==> src/sv/fcc_pkg.sv <==
// Shared types, register map and reset values for the foot contact classifier.
// No dependencies; used by every other file of the block.
package fcc_pkg;

  localparam int NUM_FEET = 2;
  localparam int ADDR_W   = 5;
  localparam int DATA_W   = 32;

  typedef logic [19:0]        force_t;
  typedef logic signed [15:0] height_t;
  typedef logic [16:0]        alpha_t;
  typedef logic [14:0]        margin_t;
  typedef logic [2:0]         reg_idx_t;

  localparam alpha_t ALPHA_ONE = 17'd65536;

  localparam reg_idx_t REG_FILTER_ALPHA     = 3'd0;
  localparam reg_idx_t REG_FORCE_ON_LEVEL   = 3'd1;
  localparam reg_idx_t REG_FORCE_OFF_LEVEL  = 3'd2;
  localparam reg_idx_t REG_MAX_VALID_FORCE  = 3'd3;
  localparam reg_idx_t REG_HEIGHT_TOLERANCE = 3'd4;
  localparam reg_idx_t REG_RELEASE_HEIGHT   = 3'd5;
  localparam reg_idx_t REG_HEIGHT_GUARD_ON  = 3'd6;

  localparam alpha_t  RST_FILTER_ALPHA     = 17'd13107;
  localparam force_t  RST_FORCE_ON_LEVEL   = 20'd1600;
  localparam force_t  RST_FORCE_OFF_LEVEL  = 20'd800;
  localparam force_t  RST_MAX_VALID_FORCE  = 20'd16000;
  localparam margin_t RST_HEIGHT_TOLERANCE = 15'd300;
  localparam margin_t RST_RELEASE_HEIGHT   = 15'd500;
  localparam logic    RST_HEIGHT_GUARD_ON  = 1'b1;

  typedef struct packed {
    alpha_t  filter_alpha;
    force_t  force_on_level;
    force_t  force_off_level;
    force_t  max_valid_force;
    margin_t height_tolerance;
    margin_t release_height;
    logic    height_guard_on;
  } cfg_t;

  typedef struct packed {
    force_t  force_left;
    force_t  force_right;
    height_t height_left;
    height_t height_right;
  } in_item_t;

  typedef struct packed {
    force_t filtered_left;
    force_t filtered_right;
    force_t threshold_left;
    force_t threshold_right;
    logic   contact_left;
    logic   contact_right;
    logic   touchdown_left;
    logic   touchdown_right;
  } out_item_t;

  typedef struct packed {
    force_t filtered;
    force_t threshold;
    logic   contact;
    logic   touchdown;
  } lane_out_t;

endpackage

==> src/sv/fcc_if.sv <==
// Valid/ready channel interfaces for samples and results.
// Depends on fcc_pkg for the payload types.
interface fcc_in_if;
  logic                valid;
  logic                ready;
  fcc_pkg::in_item_t   data;
  modport source (output valid, output data, input ready);
  modport sink (input valid, input data, output ready);
endinterface

interface fcc_out_if;
  logic                valid;
  logic                ready;
  fcc_pkg::out_item_t  data;
  modport source (output valid, output data, input ready);
  modport sink (input valid, input data, output ready);
endinterface

==> src/sv/fcc_regs.sv <==
// APB-style configuration register file of the foot contact classifier.
// Depends on fcc_pkg for the register map, reset values and cfg_t.
module fcc_regs (
  input  logic                         clk,
  input  logic                         rst,
  input  logic                         psel,
  input  logic                         penable,
  input  logic                         pwrite,
  input  logic [fcc_pkg::ADDR_W-1:0]   paddr,
  input  logic [fcc_pkg::DATA_W-1:0]   pwdata,
  output logic [fcc_pkg::DATA_W-1:0]   prdata,
  output logic                         pready,
  output fcc_pkg::cfg_t                cfg
);

  fcc_pkg::reg_idx_t idx;
  logic              wr;

  assign idx   = paddr[fcc_pkg::ADDR_W-1:2];
  assign wr    = psel & penable & pwrite;
  assign pready = 1'b1;

  always_ff @(posedge clk) begin
    if (rst) begin
      cfg.filter_alpha     <= fcc_pkg::RST_FILTER_ALPHA;
      cfg.force_on_level   <= fcc_pkg::RST_FORCE_ON_LEVEL;
      cfg.force_off_level  <= fcc_pkg::RST_FORCE_OFF_LEVEL;
      cfg.max_valid_force  <= fcc_pkg::RST_MAX_VALID_FORCE;
      cfg.height_tolerance <= fcc_pkg::RST_HEIGHT_TOLERANCE;
      cfg.release_height   <= fcc_pkg::RST_RELEASE_HEIGHT;
      cfg.height_guard_on  <= fcc_pkg::RST_HEIGHT_GUARD_ON;
    end else if (wr) begin
      case (idx)
        fcc_pkg::REG_FILTER_ALPHA:     cfg.filter_alpha     <= pwdata[16:0];
        fcc_pkg::REG_FORCE_ON_LEVEL:   cfg.force_on_level   <= pwdata[19:0];
        fcc_pkg::REG_FORCE_OFF_LEVEL:  cfg.force_off_level  <= pwdata[19:0];
        fcc_pkg::REG_MAX_VALID_FORCE:  cfg.max_valid_force  <= pwdata[19:0];
        fcc_pkg::REG_HEIGHT_TOLERANCE: cfg.height_tolerance <= pwdata[14:0];
        fcc_pkg::REG_RELEASE_HEIGHT:   cfg.release_height   <= pwdata[14:0];
        fcc_pkg::REG_HEIGHT_GUARD_ON:  cfg.height_guard_on  <= pwdata[0];
        default: ;
      endcase
    end
  end

  always_comb begin
    case (idx)
      fcc_pkg::REG_FILTER_ALPHA:     prdata = {15'd0, cfg.filter_alpha};
      fcc_pkg::REG_FORCE_ON_LEVEL:   prdata = {12'd0, cfg.force_on_level};
      fcc_pkg::REG_FORCE_OFF_LEVEL:  prdata = {12'd0, cfg.force_off_level};
      fcc_pkg::REG_MAX_VALID_FORCE:  prdata = {12'd0, cfg.max_valid_force};
      fcc_pkg::REG_HEIGHT_TOLERANCE: prdata = {17'd0, cfg.height_tolerance};
      fcc_pkg::REG_RELEASE_HEIGHT:   prdata = {17'd0, cfg.release_height};
      fcc_pkg::REG_HEIGHT_GUARD_ON:  prdata = {31'd0, cfg.height_guard_on};
      default:                       prdata = '0;
    endcase
  end

endmodule

==> src/sv/fcc_lane.sv <==
// One foot: exponential force filter, hysteresis thresholds and height guard.
// Holds the foot's filter value and previous contact flag. Depends on fcc_pkg.
module fcc_lane (
  input  logic                 clk,
  input  logic                 rst,
  input  logic                 push,
  input  logic                 load,
  input  fcc_pkg::cfg_t        cfg,
  input  fcc_pkg::force_t      raw,
  input  fcc_pkg::height_t     height,
  input  fcc_pkg::height_t     lowest,
  output fcc_pkg::lane_out_t   res
);

  fcc_pkg::force_t    filtered;
  logic               was;
  fcc_pkg::alpha_t    alpha;
  logic signed [20:0] diff;
  logic signed [38:0] prod;
  logic [22:0]        sum;
  fcc_pkg::force_t    filtered_next;
  fcc_pkg::margin_t   margin;
  logic signed [16:0] limit;
  logic               height_ok;
  logic               active;

  assign alpha = (cfg.filter_alpha > fcc_pkg::ALPHA_ONE) ? fcc_pkg::ALPHA_ONE
                                                          : cfg.filter_alpha;
  // f' = f + floor(a * (x - f) / 2^16), same as the weighted form truncated
  assign diff = $signed({1'b0, raw}) - $signed({1'b0, filtered});
  assign prod = $signed({1'b0, alpha}) * diff;
  assign sum  = {3'd0, filtered} + prod[38:16];
  assign filtered_next = load ? raw : sum[19:0];

  assign margin    = was ? cfg.release_height : cfg.height_tolerance;
  assign limit     = $signed({lowest[15], lowest}) + $signed({2'b00, margin});
  assign height_ok = !cfg.height_guard_on || ($signed({height[15], height}) <= limit);
  assign active    = height_ok && (filtered_next <= cfg.max_valid_force) &&
                     (filtered_next >= res.threshold);

  assign res.filtered  = filtered_next;
  assign res.threshold = was ? cfg.force_off_level : cfg.force_on_level;
  assign res.contact   = active;
  assign res.touchdown = active & ~was;

  always_ff @(posedge clk) begin
    if (rst) begin
      filtered <= '0;
      was      <= 1'b0;
    end else if (push) begin
      filtered <= filtered_next;
      was      <= active;
    end
  end

endmodule

==> src/sv/fcc_merge.sv <==
// Combines the lane results into one result item and buffers it in a
// two-entry output register with skid stage. Depends on fcc_pkg and fcc_if.
module fcc_merge (
  input  logic                clk,
  input  logic                rst,
  input  logic                push,
  output logic                ready,
  input  fcc_pkg::lane_out_t  lanes [fcc_pkg::NUM_FEET],
  fcc_out_if.source           result
);

  fcc_pkg::out_item_t item;
  fcc_pkg::out_item_t skid_data;
  logic               skid_valid;
  logic               take;

  assign item.filtered_left   = lanes[0].filtered;
  assign item.filtered_right  = lanes[1].filtered;
  assign item.threshold_left  = lanes[0].threshold;
  assign item.threshold_right = lanes[1].threshold;
  assign item.contact_left    = lanes[0].contact;
  assign item.contact_right   = lanes[1].contact;
  assign item.touchdown_left  = lanes[0].touchdown;
  assign item.touchdown_right = lanes[1].touchdown;

  assign ready = ~skid_valid;
  assign take  = ~result.valid | result.ready;

  always_ff @(posedge clk) begin
    if (rst) begin
      result.valid <= 1'b0;
      skid_valid   <= 1'b0;
    end else if (take) begin
      if (skid_valid) begin
        result.valid <= 1'b1;
        skid_valid   <= 1'b0;
      end else begin
        result.valid <= push;
      end
    end else if (push) begin
      skid_valid <= 1'b1;
    end
  end

  always_ff @(posedge clk) begin
    if (take) begin
      if (skid_valid) begin
        result.data <= skid_data;
      end else if (push) begin
        result.data <= item;
      end
    end else if (push) begin
      skid_data <= item;
    end
  end

endmodule

==> src/sv/foot_contact_classifier_core.sv <==
// Foot contact classifier: per-foot exponential force filter and hysteresis contact
// decision with a height guard against the lower foot. One sample is taken per clock
// cycle while the skid entry is empty. Its result is registered in the two-entry
// output buffer, in the output register or, while the output stalls, the skid entry.
// Each lane's filter update is combinational (one 18x21 multiply, add and compares).
// Depends on fcc_pkg, fcc_if, fcc_regs, fcc_lane and fcc_merge.
module foot_contact_classifier_core (
  input  logic                         clk,
  input  logic                         rst,
  fcc_in_if.sink                       sample,
  fcc_out_if.source                    result,
  input  logic                         psel,
  input  logic                         penable,
  input  logic                         pwrite,
  input  logic [fcc_pkg::ADDR_W-1:0]   paddr,
  input  logic [fcc_pkg::DATA_W-1:0]   pwdata,
  output logic [fcc_pkg::DATA_W-1:0]   prdata,
  output logic                         pready
);

  fcc_pkg::cfg_t      cfg;
  fcc_pkg::force_t    raw    [fcc_pkg::NUM_FEET];
  fcc_pkg::height_t   height [fcc_pkg::NUM_FEET];
  fcc_pkg::lane_out_t lanes  [fcc_pkg::NUM_FEET];
  fcc_pkg::height_t   lowest;
  logic               ready;
  logic               push;
  logic               seen_sample;

  assign sample.ready = ready;
  assign push = sample.valid & ready;

  assign raw[0]    = sample.data.force_left;
  assign raw[1]    = sample.data.force_right;
  assign height[0] = sample.data.height_left;
  assign height[1] = sample.data.height_right;
  assign lowest    = (height[0] < height[1]) ? height[0] : height[1];

  always_ff @(posedge clk) begin
    if (rst) begin
      seen_sample <= 1'b0;
    end else if (push) begin
      seen_sample <= 1'b1;
    end
  end

  fcc_regs u_regs (
    .clk     (clk),
    .rst     (rst),
    .psel    (psel),
    .penable (penable),
    .pwrite  (pwrite),
    .paddr   (paddr),
    .pwdata  (pwdata),
    .prdata  (prdata),
    .pready  (pready),
    .cfg     (cfg)
  );

  for (genvar i = 0; i < fcc_pkg::NUM_FEET; i++) begin : g_lane
    fcc_lane u_lane (
      .clk    (clk),
      .rst    (rst),
      .push   (push),
      .load   (~seen_sample),
      .cfg    (cfg),
      .raw    (raw[i]),
      .height (height[i]),
      .lowest (lowest),
      .res    (lanes[i])
    );
  end

  fcc_merge u_merge (
    .clk    (clk),
    .rst    (rst),
    .push   (push),
    .ready  (ready),
    .lanes  (lanes),
    .result (result)
  );

endmodule

==> src/flat_wrapper.sv <==
// flat-port wrapper written by rule: the top's interface ports become plain ports
module foot_contact_classifier_core_flat 
  (clk, rst, psel, penable, pwrite, paddr, pwdata, prdata, pready, sample_valid, sample_data, sample_ready, result_valid, result_data, result_ready);
  fcc_in_if sample_i ();
  fcc_out_if result_i ();
  input  logic clk;
  input  logic rst;
  input  logic psel;
  input  logic penable;
  input  logic pwrite;
  input  logic [fcc_pkg::ADDR_W-1:0] paddr;
  input  logic [fcc_pkg::DATA_W-1:0] pwdata;
  output logic [fcc_pkg::DATA_W-1:0] prdata;
  output logic pready;
  input wire logic [$bits(sample_i.valid)-1:0] sample_valid;
  input wire logic [$bits(sample_i.data)-1:0] sample_data;
  output wire logic [$bits(sample_i.ready)-1:0] sample_ready;
  output wire logic [$bits(result_i.valid)-1:0] result_valid;
  output wire logic [$bits(result_i.data)-1:0] result_data;
  input wire logic [$bits(result_i.ready)-1:0] result_ready;
  assign sample_i.valid = sample_valid;
  assign sample_i.data = sample_data;
  assign sample_ready = sample_i.ready;
  assign result_valid = result_i.valid;
  assign result_data = result_i.data;
  assign result_i.ready = result_ready;
  foot_contact_classifier_core u_core (.clk(clk), .rst(rst), .sample(sample_i), .result(result_i), .psel(psel), .penable(penable), .pwrite(pwrite), .paddr(paddr), .pwdata(pwdata), .prdata(prdata), .pready(pready));
endmodule
==> config.mk <==
export PLATFORM = sky130hd
export DESIGN_NAME = foot_contact_classifier_core_flat
export DESIGN_NICKNAME = d
export VERILOG_FILES = /design/src/sv/fcc_pkg.sv /design/src/sv/fcc_if.sv /design/src/sv/fcc_regs.sv /design/src/sv/fcc_lane.sv /design/src/sv/fcc_merge.sv /design/src/sv/foot_contact_classifier_core.sv /design/src/flat_wrapper.sv
export SDC_FILE = /design/constraint.sdc
export NUM_CORES = 2
export LEC_CHECK = 0
export ABC_AREA = 1
export BUFFER_PORTS_ARGS = -buffer_cell sky130_fd_sc_hd__buf_4
export CAP_MARGIN = 20
export CELL_PAD_IN_SITES_DETAIL_PLACEMENT = 1
export CELL_PAD_IN_SITES_GLOBAL_PLACEMENT = 1
export CORE_ASPECT_RATIO = 0.75
export CORE_UTILIZATION = 33
export DETAILED_ROUTE_END_ITERATION = 10
export GPL_TIMING_DRIVEN = 0
export PLACE_DENSITY = 0.68
export SLEW_MARGIN = 25
export SYNTH_ARGS = -nofsm -noshare
export SYNTH_HDL_FRONTEND = slang
export SYNTH_SLANG_ARGS = --single-unit
==> constraint.sdc <==
create_clock -name clk -period 13.8 [get_ports clk]
set_clock_uncertainty 0.05 [all_clocks]
set_input_delay 0.69 -clock clk [delete_from_list [all_inputs] [get_ports clk]]
set_output_delay 0.69 -clock clk [all_outputs]
set_load 0.02 [all_outputs]
==> impl_metrics.ini <==
[final_layout]
layout_commonest_cell = inv_1
fillers = 17000
layout_common_cells = 1317 x inv_1, 1044 x nand2_1, 674 x fa_1
fin_cells = 7964
final_layout_size_suffix_gt1_share_pct = 6.74
area_growth_pct = 12.0
multi_input_area_um2 = 32300
final_nets = 7281
seqCellArea_um2 = 8110
utilization_pct = 37.3

[placed_design]
dp_hpwl_mm = 169
place_inst = 7900
placement.io_buffers = 206
place.gp.congestion = 0.989
pre_cts_ws_ns = -0.642

[critical_path]
cpPeakStageDelay_ns = 0.59
critPathRequiredTime_ns = 14.15
crit_path_top_delay_cell = fa_1
timing.reg2reg.setup_slack_ns = 0.87
worstPathArrival_ns = 13.31
path_common_cell = nand2_1
rr_startpoint = u_core.g_lane[0].u_lane.filtered[1]
r2r_end = u_core.u_merge.result.data[1]
crit_fanout = 9
r2r_cells = 55
setup.worst_path.start_class = primary input
critPathKind = primary input to flop
end_kind = flop

[clocking]
clock_sinks = 321
cts_buffers = 34
cts-root-buf = clkbuf_16
cts_max_level = 2
cts_tree = built
path_clk_slew_ns = 0.07
hold_buffers = 0
clock_path_buffers = 3
clock_latency_ns = 0.56

[route]
drt_first_iter_violations = 4072
ant_nets = 0
finalWirelength_mm = 197
wl_per_cell_um = 24.8
drc = 0
avgViaCountPerCell = 5.20
num_vias = 41400
drt_first_pass_iters = 5

[global_routing]
gr-total-overflow = 0
grtUsageTotal_pct = 27.9
grt_pass1_wl_mm = 288
antenna_found_initial = 10
grt_pass1_vias = 42500
grt_max_degree = 30

[hold_path]
hp-start = pwdata[18]
hp-class = primary input to flop
min_to = u_core.u_regs.cfg[89]
holdPathStages = 3

[timing]
rsz0062_at_grt = no
hold_viol_final = 0
min_period_ns = 12.95
period_share_pct = 93.9
worst_slack_ns = 0.846
fmaxAchievable_mhz = 77.2
setup_viol = 0
relSlewSlack_pct = 13.1
tightestPinTransition_ns = 1.29
drv_slew = 0

[synthesis]
synth.distinct_cells = 61
syn_area_per_cell_um2 = 7.91
synthCells = 5813
syn_area_um2 = 46000
ys_seq_elements = 321
synth_edf_count = 168
synthArstFlopShare_pct = 0
ys_warn_count = 0
ys_seq_area_share_pct = 17.6
synth_top_flop_cell = edfxtp_1

[floorplan]
start_util_pct = 33.3
dieArea_um2 = 141000
coreArea_um2 = 138000
placementRows = 118
die_w_um = 433
die_h_um = 325
io_pins = 235

[job]
cap_viol_max_count = 0

[outcome]
status = finished clean
==> layout make-up <==
type / instances / area share, %
multi-input combinational: 3971 / 62.7
sequential: 321 / 15.7
inverter: 1345 / 9.80
tap: 1860 / 4.52
timing repair buffer: 218 / 3.45
clock buffer: 39 / 1.73
buffer: 187 / 1.57
clock inverter: 21 / 0.444
antenna: 2 / 0.00972
==> how the worst max path moves through the flow <==
stage / start / endpoint / slack, ns / cells after the start
after floorplan: sample_data[52] / u_core.u_merge.result.data[1] / 3.53 / 57
after global placement: sample_data[52] / u_core.u_merge.result.data[3] / -1.38 / 54
after detailed placement: sample_data[52] / u_core.u_merge.result.data[3] / -0.64 / 54
after global routing: u_core.g_lane[0].u_lane.filtered[1] / u_core.u_merge.result.data[1] / 0.09 / 55
final: sample_data[52] / u_core.u_merge.result.data[1] / 0.85 / 58
after CTS: u_core.g_lane[0].u_lane.filtered[1] / u_core.u_merge.result.data[3] / 0.06 / 49
==> repair_timing <==
action                     in CTS  in global routing
hold endpoints to repair        0                  0
setup endpoints to repair       2                  5
buffers inserted                0                  2
cloned                          0                  0
resized for setup               1                 13
pin swaps                       0                  1
==> metal layers <==
layer	up-vias	share of wire, %	GRT usage (%)
li1	18400	-	-
met5	-	0.021	0
met1	21200	48	43.9
met4	6	1.9	4.81
met2	1658	40	38.5
met3	183	10	6.16
==> synthesized netlist by cell type (12+ instances only) <==
library cell / count / area share [%]
nor3_1: 28 / 0.30
a31oi_1: 23 / 0.31
fa_1: 674 / 29
clkinv_1: 16 / 0.13
inv_1: 1317 / 11
o211ai_1: 19 / 0.31
xor2_1: 75 / 1.4
inv_2: 12 / 0.098
buf_4: 17 / 0.28
nand3_1: 105 / 1.1
o221ai_1: 14 / 0.27
ha_1: 413 / 11
o21bai_1: 12 / 0.20
clkbuf_1: 152 / 1.2
nor2_1: 614 / 5.0
dfxtp_1: 153 / 6.7
or2_2: 16 / 0.22
nand2_1: 1044 / 8.5
nand4_1: 37 / 0.50
edfxtp_1: 168 / 11
o22ai_1: 15 / 0.20
xnor2_1: 47 / 0.90
o21ai_0: 341 / 3.7
a21oi_1: 354 / 3.9
==> flip-flops by register name (all words and copies together), names as in the netlist <==
signal,count
u_core.g_lane.u_lane.filtered,40
u_core.g_lane.u_lane.was,2
u_core.seen_sample,1
u_core.u_merge.result.data,84
u_core.u_merge.result.valid,1
u_core.u_merge.skid_data,84
u_core.u_merge.skid_valid,1
u_core.u_regs.cfg,108
==> worst max-delay path: cells and delay by family <==
kind | cells | cell delay, ns
adders and majority gates | 12 | 5.08
and+or+nand+nor | 22 | 3.14
AOI/OAI and AO/OA | 11 | 2.58
buffers and inverters | 10 | 1.03
xor gates and xnor gates | 3 | 0.72
==> metrics by stage <==
stage               TNS [ns]  area (um2)  hold slack (ns)
finish                     0       51500            0.427
global route               0       51500            0.419
CTS                        0       51400            0.403
detailed placement     -1.99       50300            0.433
global placement       -6.06       49900            0.432
floorplan                  0       46000            0.404
==> kinds of logic (layout without fill, tap and decap cells) <==
family / after synthesis / after routing / synth area share (%)
xor+xnor: 124 / 124 / 2.39
compound gates: 863 / 863 / 10.3
buf+inv: 1532 / 1810 / 12.7
flops: 321 / 321 / 17.6
fa+ha+maj: 1087 / 1087 / 40.6
other cells: 2 / 15 / 0.0163
simple gates: 1884 / 1884 / 16.4
Power is left out: the tool's default activity adds up to more than one toggle a clock period on the data nets, which glitch-free logic cannot reach.
